### src/chxy_pkg.sv
// shared constants and the arctangent table of the compass heading block
`default_nettype none

package chxy_pkg;

	localparam int IN_W      = 16;
	localparam int OUT_W     = 16;
	localparam int ANG_FRAC  = 20;
	localparam int PRESCALE  = 14;
	localparam int TABLE_LEN = 24;
	localparam int XW        = 33;
	localparam int ZW        = 32;
	localparam int TW        = 30;
	localparam int ATAN_W    = 27;

	localparam logic [TW-1:0] A90  = TW'(90) << ANG_FRAC;
	localparam logic [TW-1:0] A180 = TW'(180) << ANG_FRAC;
	localparam logic [TW-1:0] A360 = TW'(360) << ANG_FRAC;

	typedef enum logic [1:0] {
		QUAD_PP = 2'b00,
		QUAD_PN = 2'b01,
		QUAD_NP = 2'b10,
		QUAD_NN = 2'b11
	} quad_t;

	// atan(2^-i) in degrees, 20 fraction bits
	localparam logic [ATAN_W-1:0] ATAN_TAB [0:TABLE_LEN-1] = '{
		27'd47185920, 27'd27855475, 27'd14718068, 27'd7471121,
		27'd3750058,  27'd1876857,  27'd938658,   27'd469357,
		27'd234682,   27'd117342,   27'd58671,    27'd29335,
		27'd14668,    27'd7334,     27'd3667,     27'd1833,
		27'd917,      27'd458,      27'd229,      27'd115,
		27'd57,       27'd29,       27'd14,       27'd7
	};

endpackage

`default_nettype wire

### src/chxy_if.sv
// handshake channels: field pair in, heading out
`default_nettype none

interface chxy_xy_if import chxy_pkg::*; ();
	logic                   valid;
	logic                   ready;
	logic signed [IN_W-1:0] field_x;
	logic signed [IN_W-1:0] field_y;

	modport source (output valid, output field_x, output field_y, input ready);
	modport sink   (input valid, input field_x, input field_y, output ready);
endinterface

interface chxy_hdg_if import chxy_pkg::*; ();
	logic             valid;
	logic             ready;
	logic [OUT_W-1:0] heading_deg;

	modport source (output valid, output heading_deg, input ready);
	modport sink   (input valid, input heading_deg, output ready);
endinterface

`default_nettype wire

### src/compass_heading_from_xy.sv
// an item moves through the input stage, cordic stages, angle and heading registers
// throughput: one item per cycle unless stalled, one cordic iteration per pipeline stage
// each stage holds while the stage after it is full and stalled, bubbles fill in
// reset clears the valid bits of all stages, the data registers keep no reset
// input ready follows output ready combinationally through the stage chain
`default_nettype none

module compass_heading_from_xy import chxy_pkg::*; #(
	parameter int FRAC_BITS    = 7,
	parameter int CORDIC_STEPS = 16
) (
	input  logic       clk,
	input  logic       arst_n,
	chxy_xy_if.sink    xy,
	chxy_hdg_if.source hdg
);

	localparam int N    = CORDIC_STEPS;
	localparam int LAST = N + 2;
	localparam int RS   = ANG_FRAC - FRAC_BITS;
	localparam logic [TW-1:0] HALF_RND = TW'(1) << (RS - 1);
	localparam logic [TW-1:0] FULL_Q   = TW'(360) << FRAC_BITS;

	logic [LAST:0]   v_s;
	logic [LAST:0]   v_in;
	logic [LAST+1:0] en;

	logic signed [XW-1:0] cx_s [0:N];
	logic signed [XW-1:0] cy_s [0:N];
	logic signed [ZW-1:0] cz_s [0:N];
	logic [N:0]           nx_s;
	logic [N:0]           ny_s;
	logic [N:0]           zr_s;
	logic [TW-1:0]        ang_s;
	logic [OUT_W-1:0]     hd_s;

	logic signed [IN_W:0] xe;
	logic signed [IN_W:0] ye;
	logic [IN_W:0]        ax;
	logic [IN_W:0]        ay;
	logic [TW-1:0]        a_clamp;
	logic [TW-1:0]        total;
	logic [TW-1:0]        rnd_sum;
	logic [TW-1:0]        q;
	logic [TW-1:0]        q_wrap;

	// stall chain
	assign en[LAST+1] = hdg.ready;
	for (genvar k = 0; k <= LAST; k++) begin : g_en
		assign en[k] = ~v_s[k] | en[k+1];
	end
	assign xy.ready = en[0];
	assign v_in     = {v_s[LAST-1:0], xy.valid};

	always_ff @(posedge clk or negedge arst_n) begin
		if (!arst_n) begin
			v_s <= '0;
		end else begin
			for (int k = 0; k <= LAST; k++) begin
				if (en[k]) begin
					v_s[k] <= v_in[k];
				end
			end
		end
	end

	// absolute values of the input pair
	always_comb begin
		xe = {xy.field_x[IN_W-1], xy.field_x};
		ye = {xy.field_y[IN_W-1], xy.field_y};
		ax = xe[IN_W] ? (IN_W+1)'(-xe) : (IN_W+1)'(xe);
		ay = ye[IN_W] ? (IN_W+1)'(-ye) : (IN_W+1)'(ye);
	end

	// input stage and cordic iterations
	always_ff @(posedge clk) begin
		if (en[0]) begin
			cx_s[0] <= $signed(XW'(ax) << PRESCALE);
			cy_s[0] <= $signed(XW'(ay) << PRESCALE);
			cz_s[0] <= '0;
			nx_s[0] <= xy.field_x[IN_W-1];
			ny_s[0] <= xy.field_y[IN_W-1];
			zr_s[0] <= (xy.field_x == '0) && (xy.field_y == '0);
		end
		for (int i = 0; i < N; i++) begin
			if (en[i+1]) begin
				if (!cy_s[i][XW-1]) begin
					cx_s[i+1] <= cx_s[i] + (cy_s[i] >>> i);
					cy_s[i+1] <= cy_s[i] - (cx_s[i] >>> i);
					cz_s[i+1] <= cz_s[i] + $signed(ZW'(ATAN_TAB[i]));
				end else begin
					cx_s[i+1] <= cx_s[i] - (cy_s[i] >>> i);
					cy_s[i+1] <= cy_s[i] + (cx_s[i] >>> i);
					cz_s[i+1] <= cz_s[i] - $signed(ZW'(ATAN_TAB[i]));
				end
				nx_s[i+1] <= nx_s[i];
				ny_s[i+1] <= ny_s[i];
				zr_s[i+1] <= zr_s[i];
			end
		end
	end

	// clamp to the first quadrant and map by the input signs
	always_comb begin
		if (zr_s[N] || cz_s[N][ZW-1]) begin
			a_clamp = '0;
		end else if (cz_s[N] > $signed(ZW'(A90))) begin
			a_clamp = A90;
		end else begin
			a_clamp = cz_s[N][TW-1:0];
		end
		case (quad_t'({nx_s[N], ny_s[N]}))
			QUAD_PP: total = a_clamp;
			QUAD_NP: total = A180 - a_clamp;
			QUAD_NN: total = A180 + a_clamp;
			QUAD_PN: total = A360 - a_clamp;
			default: total = a_clamp;
		endcase
	end

	// round half up and wrap a full circle to zero
	always_comb begin
		rnd_sum = ang_s + HALF_RND;
		q       = rnd_sum >> RS;
		q_wrap  = (q >= FULL_Q) ? (q - FULL_Q) : q;
	end

	always_ff @(posedge clk) begin
		if (en[N+1]) begin
			ang_s <= total;
		end
		if (en[LAST]) begin
			hd_s <= q_wrap[OUT_W-1:0];
		end
	end

	assign hdg.valid       = v_s[LAST];
	assign hdg.heading_deg = hd_s;

endmodule

`default_nettype wire

### src/flat_wrapper.sv
// flat-port wrapper written by rule: the top's interface ports become plain ports
module compass_heading_from_xy_flat import chxy_pkg::*;
#(
	parameter int FRAC_BITS    = 7,
	parameter int CORDIC_STEPS = 16
)
  (clk, arst_n, xy_valid, xy_field_x, xy_field_y, xy_ready, hdg_valid, hdg_heading_deg, hdg_ready);
  chxy_xy_if xy_i ();
  chxy_hdg_if hdg_i ();
  input  logic clk;
  input  logic arst_n;
  input wire logic [$bits(xy_i.valid)-1:0] xy_valid;
  input wire logic [$bits(xy_i.field_x)-1:0] xy_field_x;
  input wire logic [$bits(xy_i.field_y)-1:0] xy_field_y;
  output wire logic [$bits(xy_i.ready)-1:0] xy_ready;
  output wire logic [$bits(hdg_i.valid)-1:0] hdg_valid;
  output wire logic [$bits(hdg_i.heading_deg)-1:0] hdg_heading_deg;
  input wire logic [$bits(hdg_i.ready)-1:0] hdg_ready;
  assign xy_i.valid = xy_valid;
  assign xy_i.field_x = xy_field_x;
  assign xy_i.field_y = xy_field_y;
  assign xy_ready = xy_i.ready;
  assign hdg_valid = hdg_i.valid;
  assign hdg_heading_deg = hdg_i.heading_deg;
  assign hdg_i.ready = hdg_ready;
  compass_heading_from_xy #(.FRAC_BITS(FRAC_BITS), .CORDIC_STEPS(CORDIC_STEPS)) u_core (.clk(clk), .arst_n(arst_n), .xy(xy_i), .hdg(hdg_i));
endmodule
### config.mk
export PLATFORM = sky130hd
export DESIGN_NAME = compass_heading_from_xy_flat
export DESIGN_NICKNAME = d
export VERILOG_FILES = /design/src/chxy_pkg.sv /design/src/chxy_if.sv /design/src/compass_heading_from_xy.sv /design/src/flat_wrapper.sv
export SDC_FILE = /design/constraint.sdc
export NUM_CORES = 2
export LEC_CHECK = 0
export BUFFER_PORTS_ARGS = -buffer_cell sky130_fd_sc_hd__buf_4
export CORE_MARGIN = 1
export CORE_UTILIZATION = 45
export DETAILED_ROUTE_END_ITERATION = 6
export PLACE_DENSITY_LB_ADDON = 0.12
export SLEW_MARGIN = 10
export SYNTH_ARGS = -nofsm -noshare
export SYNTH_HDL_FRONTEND = slang
export SYNTH_SLANG_ARGS = --single-unit
### constraint.sdc
create_clock -name clk -period 17.7 [get_ports clk]
set_input_delay 3.54 -clock clk [delete_from_list [all_inputs] [get_ports clk]]
set_output_delay 3.54 -clock clk [all_outputs]
set_load 0.02 [all_outputs]
==> results.json <==
{
  "cts_buffer_depth": 3,
  "synth_cell_types": 103,
  "yosysTopAreaCellShare_pct": 37.2,
  "rows": 181,
  "grt_pass1_wl_mm": 442,
  "crit_path_max_fanout": 39,
  "wl_per_cell_um": 19.2,
  "post-route-util_pct": 49.3,
  "grt_max_degree": 93,
  "hold_viol_final": 0,
  "min_path_type": "reg2reg",
  "clk_pin_slew_ns": 0.06,
  "status": "complete, no violations",
  "syn_area_um2": 110000,
  "final-setup-viol-count": 0,
  "syn_avg_cell_area_um2": 9.82,
  "ios": 54,
  "dp_hpwl_mm": 223,
  "vias": 84200,
  "netlist_instances": 11200,
  "fin_crit_ns": 11.06,
  "drt_iter0_markers": 5902,
  "start_kind": "input port",
  "wl_mm": 282,
  "crit-reg2reg-capture": "u_core.cx_s[8][32]$_DFFE_PP_",
  "r2r_cells": 27,
  "end_kind": "primary output",
  "antenna_found_initial": 1,
  "synth_edf_count": 1360,
  "drtPass1Iterations": 7,
  "r2r_start": "u_core.v_s[18]$_DFFE_PN0P_",
  "postCtsHoldBufs": 0,
  "cts_root_buf": "clkbuf_16",
  "start_util_pct": 45.2,
  "cp_data_arrival_time_ns": 7.52,
  "cpMostUsedCell": "buf_4",
  "r2r_slack_ns": 10.04,
  "grt-ovfl-total": 0,
  "gp_congestion": 0.908,
  "worstPathRequired_ns": 14.16,
  "synth.most_common_cell": "edfxtp_1",
  "insertion_delay_ns": 0.82,
  "critPathKind": "in2out",
  "core-area_um2": 243000,
  "setup_tns_ns": 0,
  "ys_top_cells_by_area": "edfxtp_1, ha_1, xnor2_1, xor2_1, a21oi_1",
  "worst_pin_slew_ns": 1.20,
  "area_growth_pct": 8.96,
  "dieArea_um2": 246000,
  "ys_ff_latch": 1379,
  "worst_slack_ns": 6.64,
  "cpPeakStageDelay_ns": 0.79,
  "cts_buffers": 169,
  "drive_gt1_share_pct": 4.24,
  "routed_via_density": 5.74,
  "grt_pass1_vias": 80700,
  "grt_usage_pct": 22.4,
  "crit_end": "xy_ready",
  "die_y_um": 496,
  "die_w_um": 496,
  "synth_top_flop_cell": "edfxtp_1",
  "fin_area_um2": 120000,
  "maxSlewViolCount": 0,
  "cts.sinks": 1379,
  "drc": 0,
  "htreeDepth": 4,
  "period_share_pct": 62.5,
  "skew_ns": 0.0386,
  "place_worst_setup_slack_ns": 6.60,
  "nNetsFinal": 12600,
  "synth_common_cells": "edfxtp_1, ha_1, xnor2_1",
  "yosys_warnings": 0,
  "path_cells": "buf_4 > and4b_1 > and2_1 > inv_2 > nor2_1 > buf_4 > inv_2 > nor3_1 > and2_1 > and3_1 > nand3_2 > buf_4",
  "cts_tree": "built",
  "yosysTopAreaCell": "edfxtp_1",
  "cts_resized": 0,
  "io_buffers": 53,
  "place_area_um2": 114000,
  "timing.fmax_ghz": 0.0904,
  "critPathLaunch": "hdg_ready",
  "ant_nets": 0,
  "maxCapViolations": 0,
  "rsz0062_at_grt": "no",
  "cts_setup_buffers": 0,
  "slew_headroom_pct": 19.8,
  "slowest_stage": "nand3_2",
  "async_flop_share_pct": 1.38,
  "synth_seq_area_share_pct": 37.6
}
[stage by stage]
| step | hold slack, ns | cells |
|---|---|---|
| 2_1_floorplan | 0.400 | 11200 |
| 3_3_place_gp | 0.401 | 14400 |
| 3_5_place_dp | 0.405 | 14400 |
| 4_1_cts | 0.419 | 14700 |
| 5_1_grt | 0.423 | 14700 |
| 6_report | 0.416 | 14700 |
[metal layers]
metal  share of wire, %  GRT usage [%]
met5                  0              0
met1                 47           30.7
met3                4.9           3.24
met2                 46           36.8
met4                2.6           6.22
[placed cells by master, fill, tap and decap left out, types with 204 or more instances in the layout]
master    count
nor3_1      286
nand2_1     695
a21o_1      451
xor2_1      528
xnor2_1    1102
o21a_1      204
inv_1       443
edfxtp_1   1360
a21oi_1     920
nor2_1      916
o21ai_0     515
ha_1       1235
[worst min path at each step]
stage | to | depth (start not counted) | slack, ns | from
after detailed placement | u_core.zr_s[1]$_DFFE_PP_ | 0 | 0.41 | u_core.zr_s[0]$_DFFE_PP_
after floorplan | u_core.cz_s[13][1]$_DFFE_PP_ | 0 | 0.40 | u_core.cz_s[12][1]$_DFFE_PP_
after global placement | u_core.zr_s[7]$_DFFE_PP_ | 0 | 0.40 | u_core.zr_s[6]$_DFFE_PP_
after global routing | u_core.nx_s[16]$_DFFE_PP_ | 0 | 0.42 | u_core.nx_s[15]$_DFFE_PP_
after CTS | u_core.zr_s[1]$_DFFE_PP_ | 0 | 0.42 | u_core.zr_s[0]$_DFFE_PP_
final | u_core.nx_s[16]$_DFFE_PP_ | 0 | 0.42 | u_core.nx_s[15]$_DFFE_PP_
[state kept, by name, summed over array words and instances, names as in the netlist]
register and cells:
u_core.nx_s 17, u_core.zr_s 17, u_core.ny_s 17, u_core.cz_s 436
u_core.ang_s 18, u_core.cx_s 414, u_core.v_s 19, u_core.hdg.heading_deg 16
u_core.cy_s 425
[critical path, delay by kind of cell]
kind | cells | cell delay, ns
buf+inv | 5 | 1.08
simple gates | 7 | 2.87
[final cells by class]
cell class	count	area [µm²]
fill	22300	123000
multi-input combinational	9212	66400
sequential	1379	41300
clock buffer	204	4420
tap	3202	4010
inverter	466	1760
clock inverter	106	1110
timing repair buffer	101	758
antenna	1	2.50
[cell families (layout without fill, tap and decap cells)]
kind of cell               after synthesis  count (layout)  synth area share, %
AOI/OAI and AO/OA                     3189            3189                 18.7
and+or+nand+nor                       3071            3071                 13.5
xor gates and xnor gates              1630            1630                 13.0
muxes                                   50              50                0.480
other                                    2               5              0.00683
adders and majority gates             1268            1268                 14.7
buffers and inverters                  603             877                 2.07
DFF                                   1379            1379                 37.6
Power is not shown: default switching activity piles up to over one toggle a cycle in this logic, so the estimate is an artifact.
